### src/hdl/fatigue_life_from_stress_unit_macros.svh
// Assertion macros shared by the fatigue life block.
`ifndef FATIGUE_LIFE_FROM_STRESS_UNIT_MACROS_SVH
`define FATIGUE_LIFE_FROM_STRESS_UNIT_MACROS_SVH
`ifndef SYNTH
// Same-cycle implication, disabled while reset is low.
`define FLFS_ASSERT_IMPL(lbl, clk, rst_n, ante, cons) \
    lbl: assert property (@(posedge clk) disable iff (!rst_n) (ante) |-> (cons)) \
        else $error("fatigue life block: check failed");
// Next-cycle implication, disabled while reset is low.
`define FLFS_ASSERT_NEXT(lbl, clk, rst_n, ante, cons) \
    lbl: assert property (@(posedge clk) disable iff (!rst_n) (ante) |=> (cons)) \
        else $error("fatigue life block: check failed");
`else
`define FLFS_ASSERT_IMPL(lbl, clk, rst_n, ante, cons)
`define FLFS_ASSERT_NEXT(lbl, clk, rst_n, ante, cons)
`endif
`endif

### src/hdl/flfs_mul.sv
module flfs_mul (
    input  logic        i_clk,
    input  logic [32:0] i_a,
    input  logic [32:0] i_b,
    output logic [65:0] o_p
);
    logic [65:0] r_p;

    // The product register is the only stage; operands come from registers upstream.
    always_ff @(posedge i_clk) begin
        r_p <= i_a * i_b;
    end

    assign o_p = r_p;
endmodule

### config.mk
export PLATFORM = sky130hd
export DESIGN_NAME = flfs_mul
export DESIGN_NICKNAME = d
export VERILOG_FILES = /design/src/hdl/fatigue_life_from_stress_unit_macros.svh /design/src/hdl/flfs_mul.sv
export SDC_FILE = /design/constraint.sdc
export NUM_CORES = 2
export LEC_CHECK = 0
export ABC_AREA = 1
export BUFFER_PORTS_ARGS = -buffer_cell sky130_fd_sc_hd__clkbuf_2
export CORE_MARGIN = 5
export CORE_UTILIZATION = 47
export CTS_CLUSTER_DIAMETER = 30
export DETAILED_ROUTE_END_ITERATION = 8
export PLACE_DENSITY = 0.69
export SETUP_SLACK_MARGIN = 0.3
export SYNTH_ARGS = -nofsm -noshare
export SYNTH_HDL_FRONTEND = slang
export SYNTH_SLANG_ARGS = --single-unit
### constraint.sdc
create_clock -name i_clk -period 12.17 [get_ports i_clk]
set_input_delay 2.434 -clock i_clk [delete_from_list [all_inputs] [get_ports i_clk]]
set_output_delay 2.434 -clock i_clk [all_outputs]
set_load 0.01 [all_outputs]
* Word-level counts from Yosys, hierarchy flattened *
Index checks and enable logic that the tools add are counted.

cells by class
  shifts and indexed selects = 0
  order comparisons = 0
  divide/modulo/power cells = 0
  multipliers = 1
  add/sub/neg operators = 0
  reduce and logical (&&, ||, !) cells = 0
  eq/ne operators = 0
  multiplexer cells = 0
  bitwise operators = 0

operator list
  cell                          number
  multiplier 33 x 33 -> 66 bit  1

storage, ports and cells
  output and inout bits = 66
  memory bits (writable) = 0
  logic and storage cells = 2
  input port bits = 67
  bits in latches = 0
  memories = 0
  bits in registers = 66
  ROM bits = 0

* Longest topological paths before layout *
  word-level depth = 1
  depth in mapped cells = 33
  mapped depth without buffers = 31

* Worst setup path after synthesis *
OpenSTA, ideal clock, no wires.

  path kind = input -> register
  start point = input i_a[29]
  end point = register r_p[64], in the netlist o_p[64]
  slack = 3677 ps
  cell stages on the path = 27
  data arrival time = 8380 ps
  path buffers = 2
  data required time = 12058 ps
  path through = clkbuf_1 clkbuf_1 nand2_1 fa_1 inv_1 fa_1 fa_1 inv_1 fa_1 inv_1 fa_1 fa_1 fa_1 inv_1 fa_1 inv_1 ha_1 nand2_2 inv_1 a21oi_1 nand2_1 nand2_1 nand2_1 a21oi_1 nand2_1 nand2_1 nand2_1

on the way
  word-level cells in the longest chain between the ends = 1

RTL lines
  item                          line            RTL
  start, declared               flfs_mul.sv:3   input logic [32:0] i_a,
  multiplier 33 x 33 -> 66 bit  flfs_mul.sv:11  r_p <= i_a * i_b;
  end signal, assigned          flfs_mul.sv:11
  end, declared                 flfs_mul.sv:7   logic [65:0] r_p;

No other way between the ends.

* Final worst setup path *
  start point = input i_a[20]
  end point = register r_p[32], in the netlist o_p[32]

The elaborated chain is that of the path after synthesis.

==> metrics.txt <==
status completed; vias in the first global route 33678; CP most frequent cell fa_1; Vias/cell between 4 and 5; Core ar. 0.08382 mm²; endpoints failing setup 0; TritonCTS clock tree yes; Die W 301.1 µm; design area 0.04138 mm²; # nets final 6601; RSZ-0062 raised after global routing no; grt ovf 0; Clock Tree Root clkbuf_16; Seq/Total Area, Yosys 3.318%; initial antenna violation count 6; Crit Path Category in2reg; layout cell share with drive strength beyond 1 4.082%; Syn Area/Cell 7.366 µm²; clock sinks 66; crit-path max FO 33; worst path buffer plus inverter count 5; WL met1 43570 µm; Syn Std Cell Area 0.03982 mm²; fin crit share 76.65%; fmax 107.2 MHz; flip-flop count of the largest register after layout 66; dpl cell area 0.04110 mm²; Final Hold Viols 0; worst hold path class in2reg; post-CTS setup buffers 0; Synth area leader fa_1; Layout area overhead 3.934%; Worst path max stage delay 790 ps; first-pass GRT wire length 180100 µm; Initial Utilization a little under half; Least-Margin Pin Slew about 1100 ps; drt drc 0; Post-CTS Hold Fix Bufs 0; site row count around 110; crit path from i_a[20]; Ys Warns 0; Period minus WS final 9328 ps; count of cell types in the netlist 29; cts bufs inserted 9; initial DRC count 2105; met2 routed WL about 54000 µm; Slew Limit Fails 0; DR top layer met5; Cells after Synth 5406; DR vias 31046; most numerous cell in the Yosys netlist inv_1; All-Layer GR Usage between 20% and 30%; Routed Antenna Nets 0; final setup TNS 0 ps; fillers 8304; number of enable flip-flop cells after synthesis 0; asr flop ratio synth 0%; WP data arrival 9560 ps; HPWL Detailed between 90000 and 100000 µm; clock slew at reported path FFs ~60 ps; WL met3 7561 µm; synth cell count leaders inv_1, nand2_1, fa_1; die height 301.1 µm; Slowest-stage cell, CP clkbuf_2; WL final about 110000 µm; max_slew headroom 27.64%; number of gates resized after CTS 0; Synth top area share 48.16%; net count after synthesis 6696; final weighted congestion in routability-driven placement roughly 1; Die Area 0.09064 mm²; Critical Path End Type flip-flop; Max Cap Violations 0; Setup crit start kind input pin; Clock Path Buffers 2; drt wl/cell ~17 µm; IO Pins 133; family with the most delay on the worst path adder cells; hold wc startpoint i_a[0]; port buffer count 132; # H-tree levels 3; drt first pass iters 5; dominant synthesized flop cell dfxtp_1; #FFs+latches synth 66; largest net degree at the start of global routing 34; crit-path cells clkbuf_2, nand2_1, fa_1, fa_1, fa_1, fa_1, inv_1, fa_1, fa_1, fa_1, inv_1, fa_1, inv_1, ha_1, nand2_1, nor2_1, inv_2, nor2_1, a21oi_1, nand2_1, xor2_1; Required @ worst endpoint 12400 ps; dominant cells by area after synthesis fa_1, inv_1, nand2_1, ha_1, dfxtp_1
per-stage QoR:
stage / hold WS (ps) / cells / utilization, % / setup WS, ps
after floorplan: 2703 / 5406 / - / 3677
after global placement: 2822 / 6434 / 49.04 / 2509
after CTS: 2650 / 6450 / 49.36 / 2864
after global routing: 2692 / 6453 / 49.37 / 2539
final: 2662 / 6454 / 49.37 / 2842
after detailed placement: 2822 / 6434 / 49.04 / 2507
layout make-up:
| class | instances | area (µm²) | area share (%) |
|---|---|---|---|
| Antenna cell | 4 | 10.01 | 0.02419 |
| Clock buffer | 11 | 242.7 | 0.5865 |
| Clock inverter | 5 | 30.03 | 0.07256 |
| Inverter | 1902 | 7139 | 17.25 |
| Multi-Input combinational cell | 3174 | 30370 | 73.38 |
| Sequential cell | 66 | 1321 | 3.193 |
| Tap cell | 1134 | 1419 | 3.428 |
| Timing Repair Buffer | 158 | 855.8 | 2.068 |
kinds of logic after synthesis:
kind of cell	Yosys count	synth area share [%]
compound gates	57	0.8044
flops	66	3.318
xor+xnor	36	0.7918
simple gates	1858	18.18
buf+inv	2166	20.42
fa+ha+maj	1223	56.49
placed cells by master, fill, tap and decap left out, types with 31 or more instances in the layout:
cell type	n
nor2_1	96
nand2_1	1652
fa_1	958
xor2_1	31
inv_1	1892
clkbuf_2	132
nand3_1	51
a21oi_1	42
dfxtp_1	66
ha_1	265
worst min-delay path, cell delays in order:
cell and delay [ps]:
clkbuf_2 80, buf_4 280, nand2_1 110, inv_1 40
layer usage:
layer	vias to the layer above	GRT usage, %
met4	4	7.531
li1	14336	-
met2	1159	43.36
met3	183	3.319
met5	-	0
met1	15364	32.91
final timing paths:
| check | depth (start not counted) | endpoint |
|---|---|---|
| hold / removal | 4 | o_p[0] |
| setup / recovery | 21 | o_p[32] |
Power is left out: the tool's default activity adds up to more than one toggle a clock period on the data nets, which glitch-free logic cannot reach.
