$ cat src/hdl/fatigue_life_from_stress_unit_macros.svh
// Assertion macros shared by the fatigue life block.
`ifndef FATIGUE_LIFE_FROM_STRESS_UNIT_MACROS_SVH
`define FATIGUE_LIFE_FROM_STRESS_UNIT_MACROS_SVH
`ifndef SYNTH
// Same-cycle implication, disabled while reset is low.
`define FLFS_ASSERT_IMPL(lbl, clk, rst_n, ante, cons) \
    lbl: assert property (@(posedge clk) disable iff (!rst_n) (ante) |-> (cons)) \
        else $error("fatigue life block: check failed");
// Next-cycle implication, disabled while reset is low.
`define FLFS_ASSERT_NEXT(lbl, clk, rst_n, ante, cons) \
    lbl: assert property (@(posedge clk) disable iff (!rst_n) (ante) |=> (cons)) \
        else $error("fatigue life block: check failed");
`else
`define FLFS_ASSERT_IMPL(lbl, clk, rst_n, ante, cons)
`define FLFS_ASSERT_NEXT(lbl, clk, rst_n, ante, cons)
`endif
`endif

$ cat src/hdl/flfs_pkg.sv
package flfs_pkg;

    typedef enum logic [2:0] {
        S_IDLE,
        S_SUMSQ,
        S_SQRT,
        S_AMP,
        S_LOG,
        S_PROD,
        S_EXP,
        S_FINISH
    } t_state;

    typedef struct packed {
        logic busy;
        logic done;
    } t_sqrt_stat;

    localparam logic [1:0] CFG_MODE     = 2'd0;
    localparam logic [1:0] CFG_STRENGTH = 2'd1;
    localparam logic [1:0] CFG_EXPONENT = 2'd2;

    localparam int          RAD_W    = 62;
    localparam int          ROOT_W   = 31;
    localparam int          ROOT_N   = 30;
    localparam logic [47:0] LIFE_MAX = 48'hFFFF_FFFF_FFFF;
    // 48.0 in the Q.46 exponent format.
    localparam logic [51:0] EXP_SAT  = 52'hC_0000_0000_0000;

    typedef logic [31:0] t_root_tab [ROOT_N];

    // Successive square roots of 2.0 in Q1.31, each the floor root of the one before.
    function automatic t_root_tab f_root_tab();
        logic [63:0] c;
        logic [63:0] n;
        logic [63:0] r;
        logic [63:0] cand;
        t_root_tab   t;
        c = 64'h1_0000_0000;
        for (int i = 0; i < ROOT_N; i++) begin
            n = c << 31;
            r = '0;
            for (int b = 31; b >= 0; b--) begin
                cand = r | (64'd1 << b);
                if (cand * cand <= n) r = cand;
            end
            c    = r;
            t[i] = r[31:0];
        end
        return t;
    endfunction

    localparam t_root_tab ROOT_TAB = f_root_tab();

endpackage

$ cat src/hdl/flfs_sqrt.sv
module flfs_sqrt (
    input  logic                      i_clk,
    input  logic                      i_rst_n,
    input  logic                      i_start,
    input  logic [flfs_pkg::RAD_W-1:0]  i_radicand,
    output logic [flfs_pkg::ROOT_W-1:0] o_root,
    output flfs_pkg::t_sqrt_stat      o_stat
);
    import flfs_pkg::*;

    logic [RAD_W-1:0]  r_rad;
    logic [ROOT_W+1:0] r_rem;
    logic [ROOT_W-1:0] r_root;
    logic [4:0]        r_cnt;
    logic              r_busy;
    logic              r_done;
    logic [ROOT_W+3:0] w_rem_sh;
    logic [ROOT_W+3:0] w_trial;
    logic              w_fit;

    // Restoring square root: two radicand bits in and one root bit out per cycle.
    assign w_rem_sh = {r_rem, r_rad[RAD_W-1 -: 2]};
    assign w_trial  = {2'b00, r_root, 2'b01};
    assign w_fit    = (w_rem_sh >= w_trial);

    always_ff @(posedge i_clk) begin
        if (!i_rst_n) begin
            r_busy <= 1'b0;
            r_done <= 1'b0;
            r_cnt  <= '0;
        end else begin
            r_done <= 1'b0;
            if (i_start) begin
                r_busy <= 1'b1;
                r_cnt  <= '0;
            end else if (r_busy) begin
                r_cnt <= r_cnt + 5'd1;
                if (r_cnt == 5'(ROOT_W - 1)) begin
                    r_busy <= 1'b0;
                    r_done <= 1'b1;
                end
            end
        end
    end

    always_ff @(posedge i_clk) begin
        if (i_start) begin
            r_rad  <= i_radicand;
            r_rem  <= '0;
            r_root <= '0;
        end else if (r_busy) begin
            r_rad  <= {r_rad[RAD_W-3:0], 2'b00};
            r_rem  <= w_fit ? (ROOT_W+2)'(w_rem_sh - w_trial) : (ROOT_W+2)'(w_rem_sh);
            r_root <= {r_root[ROOT_W-2:0], w_fit};
        end
    end

    assign o_root      = r_root;
    assign o_stat.busy = r_busy;
    assign o_stat.done = r_done;
endmodule

$ cat config.mk
export PLATFORM = sky130hd
export DESIGN_NAME = flfs_sqrt
export DESIGN_NICKNAME = d
export VERILOG_FILES = /design/src/hdl/fatigue_life_from_stress_unit_macros.svh /design/src/hdl/flfs_pkg.sv /design/src/hdl/flfs_sqrt.sv
export SDC_FILE = /design/constraint.sdc
export NUM_CORES = 1
export LEC_CHECK = 0
export BUFFER_PORTS_ARGS = -buffer_cell sky130_fd_sc_hd__buf_2
export CORE_MARGIN = 2
export CORE_UTILIZATION = 58
export CTS_CLUSTER_SIZE = 24
export DETAILED_ROUTE_END_ITERATION = 7
export GPL_TIMING_DRIVEN = 0
export HOLD_SLACK_MARGIN = 0.05
export MAX_ROUTING_LAYER = met4
export PLACE_DENSITY = 0.82
export SYNTH_ARGS = -nofsm -noshare
export SYNTH_HDL_FRONTEND = slang
export SYNTH_SLANG_ARGS = --single-unit
$ cat constraint.sdc
create_clock -name i_clk -period 2.95 [get_ports i_clk]
set_input_delay 0.1475 -clock i_clk [delete_from_list [all_inputs] [get_ports i_clk]]
set_output_delay 0.1475 -clock i_clk [all_outputs]
set_load 0.05 [all_outputs]
== Word level (Yosys, flattened, before mapping) ==
Cells that the tools add are included.

* Bitwise logic cells: 2
* Muxes and demuxes: 7
* Add/subtract/negate cells: 2
* Eq/ne operators: 1
* Reduce and logical (&&, ||, !) cells: 3
* Magnitude comparators: 1

{| class="wikitable"
|+ Operator list
! cell !! number
|-
| 62-bit 2-to-1 mux || 2
|-
| 35-bit by 33-bit greater-or-equal comparator with 1-bit output || 1
|-
| 33-bit 2-to-1 mux || 1
|-
| 33-bit subtractor || 1
|-
| 5-bit by 1-bit adder with 5-bit output, second input constant || 1
|-
| 5-bit equality test, second input constant || 1
|-
| 1-bit 2-to-1 mux || 4
|-
| 3-bit OR reduction || 1
|-
| 1-bit inverter || 2
|-
| 2-bit nonzero test || 1
|-
| 2-bit OR reduction || 1
|}

* Register bits after elaboration: 133
* Output and inout port bits: 33
* Word-level logic and storage cells: 22

== Logic depth before layout (Yosys ltp) ==
Gate-level depths: netlist (run 1).

* Depth in word-level cells: 4
* Mapped depth: 13

== Least setup slack after synthesis (run 1) ==
No wires, ideal clock.

* Path type: register -> register
* From: reg r_root[2] (netlist: o_root[2])
* To: reg r_rem[32]
* Stages on the path, launching flop included: 13
* Slack: 0.194 ns
* Arrival: 2.634 ns
* Path buffers: 1
* Period minus slack after synthesis: 2.756 ns
* Path through: dfxtp_1 -> inv_1 -> ha_1 -> buf_2 -> a21o_1 -> a21oi_1 -> a21oi_2 -> nor4_4 -> or3_1 -> nand3_1 -> a41oi_1 -> xor2_1 -> o21ai_1

* Cells in the longest elaborated chain, start to end: 2
* Elaborated cells on any way between the ends: 3

{| class="wikitable"
|+ Ends and longest elaborated chain
! item !! line !! text
|-
| start, declared || flfs_sqrt.sv:13 || <nowiki>logic [ROOT_W-1:0] r_root;</nowiki>
|-
| start signal, assigned || flfs_sqrt.sv:54 || <nowiki>r_root <= {r_root[ROOT_W-2:0], w_fit};</nowiki>
|-
| 33-bit subtractor / 35-bit by 33-bit greater-or-equal comparator with 1-bit output (equally long branches) || flfs_sqrt.sv:53, flfs_sqrt.sv:24 ||
|-
| 33-bit 2-to-1 mux * || flfs_sqrt.sv:53 || <nowiki>r_rem <= w_fit ? (ROOT_W+2)'(w_rem_sh - w_trial) : (ROOT_W+2)'(w_rem_sh);</nowiki>
|-
| end signal, assigned || flfs_sqrt.sv:53 ||
|-
| end, declared || flfs_sqrt.sv:12 || <nowiki>logic [ROOT_W+1:0] r_rem;</nowiki>
|}

Every way passes the cells marked *; elsewhere a longest branch is shown, timed or not.
A chain may end at the register's enable or synchronous reset.

== Worst setup path after layout (run 1) ==
* From: reg r_root[29] (netlist: o_root[29])
* To: reg r_rem[1]

* Cells in the longest elaborated chain, start to end: 2

{| class="wikitable"
|+ Ends and longest elaborated chain
! item !! line !! text
|-
| 35-bit by 33-bit greater-or-equal comparator with 1-bit output || flfs_sqrt.sv:24 || <nowiki>assign w_fit = (w_rem_sh >= w_trial);</nowiki>
|-
| 33-bit 2-to-1 mux || flfs_sqrt.sv:53 ||
|}

No other way between the ends.

==> summary.txt, run 1 <==
Outcome
  • Status: finished clean

Cells and area
  • NumNets Final: 996
  • Footprint of the multi-input gates: 3690 sq um
  • Layout area overhead: 27.9%
  • Register area: 3280 sq um
  • Ratio of cells with drive above 1 in the final layout: 25.3%
  • Fillers: 767
  • Finished Cell Area: 9240 sq um

Drt
  • # DRC: 0
  • ANT nets after route: 0
  • Wirelength, routed: 20600 microns
  • Total number of vias: 6334
  • Detailed Route Iter0 Violations: 538
  • DR pass1 iterations: 6
  • Wire per inst: 19.1 microns
  • Vias per Instance: 5.88

Yosys
  • Synth Cell Area: 7220 sq um
  • Sequential-to-total area share from yosys stat: 45.5%
  • Ys Warns: 0
  • Distinct cells, synth: 53
  • Synth area leader: edfxtp_1
  • Synth area leaders: edfxtp_1, dfxtp_1, mux2_2, ha_1, mux2i_1
  • Share of the synthesized area in the top cell type: 25.8%
  • Post-synth EDFFs: 62
  • Flops & latches, synth: 133
  • Syn Area/Cell: 10.1 sq um
  • Asr flop ratio synth: 0%
  • Synth Instances: 713
  • Top-count cell post-synth: nor2_1
  • Syn Nets: 813
  • List of most frequent post-synthesis cells: nor2_1, dfxtp_1, edfxtp_1, mux2_2, a21oi_1
  • Main synth FF type: dfxtp_1

Global route
  • First-pass GRT wire length: 32300 microns
  • Initial antenna violation count: 0
  • GRT Total Usage: 32.8%
  • Vias in the first global route: 6330
  • Total global routing overflow: 0
  • Largest net degree at the start of global routing: 35

CTS
  • Clock slew at reported path FFs: 60 ps
  • # clock sinks: 133
  • Max Root-Sink Buffers: 2
  • H-tree Lvls: 4
  • CTS tree: yes
  • CTS Buf Count: 17
  • Root Driver: clkbuf_16
  • Worst-skew pair later-pin latency: 440 ps

Floorplan
  • Core area: 12100 sq um
  • Die X: 116 microns
  • FP Rows: 40
  • Num ports: 98
  • Die H: 116 microns
  • Initial Util: 59.9%
  • Die ar.: 13400 sq um

STA
  • Worst-Margin Slew: 821 ps
  • Final Setup Violations: 0
  • Slew headroom: 45.3%
  • Fin crit period: 2930 ps
  • Fin Hold WS: 59.6 ps
  • RSZ-0062 raised after global routing: true
  • Final hold vios: 0
  • Clock skew: 20.5 ps
  • Final Max Slew Viols: 0
  • Fin crit share: 99.3%
  • Fmax: 341 MHz

Power
  • Pwr/cell area: 982 nW/um^2
  • Total power: 9.07 mW
  • Leak: 3.81 nW
  • Maximum vdd ir drop: 0.686 mV

Min path
  • Worst hold-check path type: in -> reg
  • Hold Crit Start: i_radicand[58]

Setup path
  • Arr. time, crit path: 3230 ps
  • CP Launch Point: o_root[29]
  • Worst path required time: 3250 ps
  • Crit Path Max Fanout: 10
  • Crit start category: flip-flop
  • Reg2reg start: o_root[29]
  • Crit path kind: reg -> reg
  • CP Capture Type: flip-flop

Place
  • DP Area: 7930 sq um
  • Routability Congestion: 0.934
  • Post-DP HPWL: 12000 microns
  • PortBufs: 96

Flow run
  • Max Cap Violations: 0
logic make-up (layout without fill, tap and decap cells):
| logic type | Yosys count | after routing | share of synthesized area [%] |
|---|---|---|---|
| other | 0 | 1 | 0 |
| AND/OR/NAND/NOR | 182 | 182 | 11.6 |
| multiplexers | 97 | 97 | 14.5 |
| XOR/XNOR | 33 | 33 | 4.00 |
| adder cells (fa/ha/maj) | 35 | 35 | 6.06 |
| AO/OA/AOI/OAI | 151 | 151 | 13.7 |
| buffers and inverters | 82 | 278 | 4.70 |
| flip-flops | 133 | 133 | 45.5 |
critical path: stages, from the launching register on:
cell      delay (ps)
dfxtp_1          420
inv_1             70
ha_1             350
a21o_1           190
a2111o_1         430
a31oi_1          270
nand2_1          140
o21ai_4          270
buf_4            260
nor2_1            70
a211oi_1         250
nor3_1            80
per-layer routing:
layer  up-vias  wire length [microns]  global-route usage, %
met2       307                  10500                   54.6
met3        76                   1300                   6.22
li1       2930                      -                      -
met1      3021                   7900                   38.1
met5         -                      0                      -
met4         0                    870                   15.8
cell type report:
class | count | share of cell area [%]
multi-input combinational | 498 | 39.9
timing repair buffer | 164 | 12.5
tap | 168 | 2.28
antenna | 1 | 0.0271
buffer | 39 | 2.00
clock buffer | 18 | 4.65
sequential | 133 | 35.5
inverter | 43 | 1.75
clock inverter | 14 | 1.34
sequential cells by signal, summed over array words and instances, names as in the netlist:
signal,flops
r_busy,1
r_done,1
r_cnt,5
r_rem,33
o_root,31
r_rad,62
final timing paths:
kind | depth (start not counted) | to | slack [ps]
worst max-delay path | 11 | r_rem[1] | 20
worst min-delay path | 2 | r_rad[58] | 60
worst max register to register | 11 | r_rem[1] | 20
worst min register to register | 2 | r_rem[0] | 470
report_power, final:
part / leakage (nW) / internal (mW) / switching [mW]
Sequential: 1.20 / 2.19 / 0.182
Clock: 0.263 / 1.17 / 0.892
Combinational: 2.34 / 1.97 / 2.67
per-stage QoR:
step	setup WS, ps	std cells	setup TNS [ps]	util (%)
2_1_floorplan	194	713	0	-
3_3_place_gp	-574	977	-35430	65.6
3_5_place_dp	136	978	0	65.8
4_1_cts	69.7	1069	0	75.2
5_1_grt	-123	1077	-1180	76.6
6_report	19.7	1078	0	76.6
timing repair:
action / 4_1_cts / 5_1_grt
hold buffers: 59 / 2
setup endpoints to repair: 0 / 33
buffers inserted: 0 / 6
hold endpoints to repair: 59 / 2
resized for setup: 0 / 21
layout by cell type, fill, tap and decap left out, types with 26 or more instances in the layout:
master / instances
ha_1: 31
edfxtp_1: 62
a211oi_1: 26
inv_1: 42
mux2i_1: 37
dfxtp_1: 71
nand2_1: 29
mux2_2: 60
buf_2: 103
dlygate4sd3_1: 61
a21oi_1: 49
nor2_1: 93
(Power assumes the default switching activity.)
==> run 2: changes to the inputs <==
CORE_ASPECT_RATIO = 0.6   (was default)
==> summary.txt, run 2 (same netlist as run 1, synthesis figures left out) <==
Floorplan
  • Core area: 12100 sq um
  • Die X: 148 microns
  • Die ar.: 13400 sq um
  • Num ports: 98
  • Die H: 90.4 microns
  • Initial Util: 59.7%
  • FP Rows: 31

Drt
  • Total number of vias: 6304
  • Detailed Route Iter0 Violations: 757
  • Wire per inst: 19.2 microns
  • Vias per Instance: 5.90
  • ANT nets after route: 0
  • Wirelength, routed: 20500 microns
  • # DRC: 0
  • DR pass1 iterations: 6

Power
  • Logic pwr share: 51.5%
  • Leak: 3.79 nW
  • Power Internal: 5.24 mW
  • Sw power: 3.93 mW
  • Share of total power in the clock network: 22.6%
  • Sequential Power Share: 25.9%
  • Maximum vdd ir drop: 0.882 mV
  • Pwr/cell area: 998 nW/um^2
  • Net Sw Frac: 42.9%

Place
  • Cells after DPL: 975
  • Routability Congestion: 1.00
  • PortBufs: 96
  • Post-DP HPWL: 13100 microns

CTS
  • Max Root-Sink Buffers: 2
  • Worst-skew pair later-pin latency: 430 ps
  • Clock slew at reported path FFs: 70 ps
  • Root Driver: clkbuf_16
  • H-tree Lvls: 4
  • CTS tree: yes
  • CTS Buf Count: 17
  • # clock sinks: 133

Global route
  • Initial antenna violation count: 0
  • First-pass GRT wire length: 31900 microns
  • Total global routing overflow: 0
  • Largest net degree at the start of global routing: 36
  • Vias in the first global route: 6151
  • GRT Total Usage: 31.3%

Cells and area
  • NumNets Final: 989
  • Final core utilization: 75.9%
  • Layout area overhead: 27.3%
  • Most frequent cells in the layout: buf_2, nor2_1, dfxtp_1
  • Reg with most FFs: r_rad
  • Max reg flops: 62
  • Most common cell after layout, fill and taps aside: buf_2
  • Non-filler cells, final: 1068
  • Fillers: 815
  • Ratio of cells with drive above 1 in the final layout: 25.7%

Setup path
  • CP Launch Point: o_root[0]
  • Crit Path Max Fanout: 5
  • Arr. time, crit path: 3200 ps
  • Reg2reg start: o_root[0]
  • Crit-path cells: inv_1 -> ha_1 -> o211ai_1 -> nand2_1 -> a41oi_2 -> o21ai_1 -> a21boi_2 -> o21ai_1 -> a221oi_2 -> xor2_1 -> o22ai_1
  • CP max stage delay: 400 ps
  • Crit path kind: reg -> reg
  • Most used cell, CP: o21ai_1
  • Worst path required time: 3230 ps
  • Crit start category: flip-flop
  • Slowest-stage cell, CP: dfxtp_2
  • CP Capture Type: flip-flop

Outcome
  • Status: finished clean

STA
  • Final Max Slew Viols: 0
  • Worst-Margin Slew: 880 ps
  • Fin crit period: 2920 ps
  • Fin crit share: 99.0%
  • Clock skew: 15.0 ps
  • Slew headroom: 41.3%
  • RSZ-0062 raised after global routing: true
  • Final hold vios: 0
  • Fmax: 342 MHz
  • Final Setup Violations: 0
  • Fin Hold WS: 35.5 ps

Flow run
  • Max Cap Violations: 0

Min path
  • Hold Crit Start: i_radicand[31]
  • Worst hold-check path type: in -> reg
-- run 2: layer usage --
metal	track usage (%)	vias up	part of all wire [%]	routed length [microns]
li1	-	2920	-	-
met1	42.0	2940	44	8960
met2	46.6	374	44	9100
met3	5.91	70	8.7	1780
met4	14.0	0	3.3	680
met5	-	-	0	0
-- run 2: worst paths after layout --
path,to,slack [ps],cells past startpoint
max,r_rem[29],30,11
min,r_rad[31],40,2
max reg2reg,r_rem[29],30,11
min reg2reg,r_rem[0],510,2
-- run 2: what timing repair did --
item,4_1_cts,5_1_grt
cloned,0,1
hold buffers,54,2
buffers inserted,0,3
resized for setup,2,23
pin swaps,0,7
setup endpoints to repair,2,34
hold endpoints to repair,54,2
-- run 2: power groups by stage --
| stage | Combinational [mW] | Sequential (mW) | Clock [mW] |
|---|---|---|---|
| after floorplan | 3.15 | 2.35 | 0 |
| after global placement | 3.95 | 2.37 | 0 |
| after detailed placement | 4.06 | 2.38 | 0 |
| after CTS | 4.22 | 2.35 | 2.05 |
| after global routing | 5.07 | 2.38 | 2.15 |
| final | 4.72 | 2.37 | 2.08 |
-- run 2: through the flow --
stage	area (sq um)	setup TNS [ps]	setup WS, ps	total power, mW
after CTS	9040	0	10.4	8.62
after global routing	9190	-94.0	-30.0	9.61
after floorplan	7220	0	194	5.50
after global placement	7910	-27160	-440	6.32
final	9190	0	29.5	9.17
after detailed placement	7930	0	30.4	6.44
-- run 2: final cells by class --
class                   instances  area [sq um]  share of cell area, %
diodes                          1          2.50                 0.0272
repair buffers                156          1080                   11.8
inverters                      43           161                   1.76
clock inverters                15           139                   1.51
multi-input cells             499          3700                   40.2
plain buffers                  39           189                   2.06
flip-flops and latches        133          3280                   35.7
well taps                     165           206                   2.25
clock buffers                  17           425                   4.63
-- run 2: critical path, delay by kind of cell (launching register included) --
kind                     cells  cell delay (ps)
AO/OA/AOI/OAI                7             1520
flip-flops                   1              400
adder cells (fa/ha/maj)      1              360
XOR/XNOR                     1              250
AND/OR/NAND/NOR              1              170
buffers and inverters        1               60
==> run 3: changes to the inputs <==
CORE_UTILIZATION = 55   (was 58)
PLACE_DENSITY = 0.79   (was 0.82)
SETUP_SLACK_MARGIN = 0.4   (was default)
SKIP_CTS_REPAIR_TIMING = 1   (was default)
==> summary.txt, run 3 (same netlist as run 1, synthesis figures left out) <==
Global route
  • Total global routing overflow: 0
  • First-pass GRT wire length: 28200 microns
  • GRT Total Usage: 26.0%
  • Initial antenna violation count: 0
  • Largest net degree at the start of global routing: 38
  • Vias in the first global route: 5491

Power
  • Share of total power in the clock network: 21.3%
  • Logic pwr share: 56.5%
  • Sw power: 4.48 mW
  • Total power: 10.8 mW
  • Leak: 4.08 nW
  • Net Sw Frac: 41.5%
  • Maximum vdd ir drop: 0.771 mV
  • Power Internal: 6.33 mW
  • Pwr/cell area: 1080 nW/um^2
  • Sequential Power Share: 22.2%

Setup path
  • Worst path required time: 3230 ps
  • Arr. time, crit path: 2910 ps
  • Crit Path Max Fanout: 8
  • Crit start category: flip-flop
  • CP Capture Type: flip-flop
  • Reg2reg start: o_root[29]
  • Crit path kind: reg -> reg
  • Register-to-Register Setup Slack: 320 ps
  • Worst r2r path cells: 11
  • RR Endpoint: r_rem[1]

Drt
  • Wirelength, routed: 22200 microns
  • Total number of vias: 6585
  • Detailed Route Iter0 Violations: 764
  • DR pass1 iterations: 6
  • ANT nets after route: 0
  • # DRC: 0
  • Vias per Instance: 6.03
  • Wire per inst: 20.3 microns

Cells and area
  • Inserted Diodes: 0
  • Most common cell after layout, fill and taps aside: buf_2
  • Most frequent cells in the layout: buf_2, nor2_1, edfxtp_1
  • NumNets Final: 1009
  • Finished Cell Area: 10000 sq um
  • Final core utilization: 78.1%
  • Max reg flops: 62
  • Reg with most FFs: r_rad
  • Layout area overhead: 38.5%
  • Ratio of cells with drive above 1 in the final layout: 40.5%

STA
  • Final Max Slew Viols: 0
  • Fin crit share: 89.3%
  • Worst-Margin Slew: 837 ps
  • TNS Setup: 0 ps
  • Worst Slack Setup Final: 315 ps
  • Fin crit period: 2630 ps
  • Fmax: 380 MHz
  • Final hold vios: 0
  • Slew headroom: 44.2%
  • Clock skew: 12.3 ps
  • RSZ-0062 raised after global routing: true
  • Final Setup Violations: 0

Min path
  • Hold Crit Start: i_radicand[55]
  • Hold endpoint: r_rad[55]
  • Hold path cells: 2
  • Worst hold-check path type: in -> reg

Floorplan
  • Die X: 152 microns
  • Core area: 12800 sq um
  • Num ports: 98
  • Die ar.: 14100 sq um
  • Die H: 92.8 microns
  • FP Rows: 32
  • Initial Util: 56.4%

Place
  • Routability Congestion: 0.946
  • Setup WS pre-CTS: 102 ps
  • Post-DP HPWL: 13000 microns
  • PortBufs: 96
  • DP Area: 7970 sq um

Outcome
  • Status: finished clean

Flow run
  • Max Cap Violations: 0

CTS
  • Clock slew at reported path FFs: 70 ps
  • Max Root-Sink Buffers: 2
  • CTS Buf Count: 17
  • Worst-skew pair later-pin latency: 420 ps
  • Root Driver: clkbuf_16
  • # clock sinks: 133
  • CTS tree: yes
  • H-tree Lvls: 4
run 3: cell types whose count changed in the layout (fill, tap and decap cells not counted), moves of 9 or more:
| cell | previous run | this run |
|---|---|---|
| dlygate4sd3_1 | 56 | 38 |
| buf_6 | 2 | 13 |
| a21oi_1 | 46 | 33 |
| dfxtp_1 | 70 | 40 |
| ha_1 | 33 | 12 |
| a21oi_2 | 4 | 13 |
| buf_4 | 8 | 41 |
| dfxtp_2 | 1 | 28 |
| ha_4 | 1 | 15 |
run 3: metal layers:
metal | vias up | wire [microns] | track usage [%]
met5 | - | 0 | -
met4 | 0 | 607 | 5.37
met3 | 70 | 2050 | 5.24
met2 | 408 | 10100 | 36.6
met1 | 3153 | 9460 | 38.6
li1 | 2954 | - | -
run 3: metrics by stage:
stage / hold WS, ps / std cells
detailed placement: 422 / 980
floorplan: 276 / 713
global route: 28.4 / 1092
finish: 27.7 / 1092
CTS: 17.0 / 1012
global placement: 379 / 979
run 3: cell type report:
class                           count  area [sq um]
Fill cell                         784          2810
Clock buffer                       18           429
Multi-Input combinational cell    499          4210
Sequential cell                   133          3330
Inverter                           43           164
Buffer                             39           238
Tap cell                          170           213
Clock inverter                     14           199
Timing Repair Buffer              176          1220
run 3: worst max path at each step:
stage                end  cells after the start        from
2_1_floorplan  r_rem[32]                     11   o_root[9]
6_report        r_rem[1]                     11  o_root[29]
3_5_place_dp   r_rem[29]                     10  o_root[11]
3_3_place_gp    r_rad[1]                      4     i_start
4_1_cts        r_rem[29]                     10  o_root[11]
5_1_grt         r_rem[1]                     11   o_root[8]
run 3: critical path: stages (launching register included):
cell      delay (ps)
dfxtp_4          360
inv_1            100
ha_4             210
a21o_1           190
a2111o_1         440
a31oi_4          240
nand2_4          110
o21ai_4          290
buf_6            210
nor2_1            70
a211oi_2         190
nor3_1            80
run 3: power groups by stage:
stage | sequential [mW] | combinational (mW) | clock [mW]
after floorplan | 2.35 | 3.15 | 0
after global placement | 2.37 | 3.96 | 0
after detailed placement | 2.38 | 4.06 | 0
after CTS | 2.35 | 4.11 | 2.30
after global routing | 2.42 | 6.38 | 2.39
final | 2.40 | 6.10 | 2.31
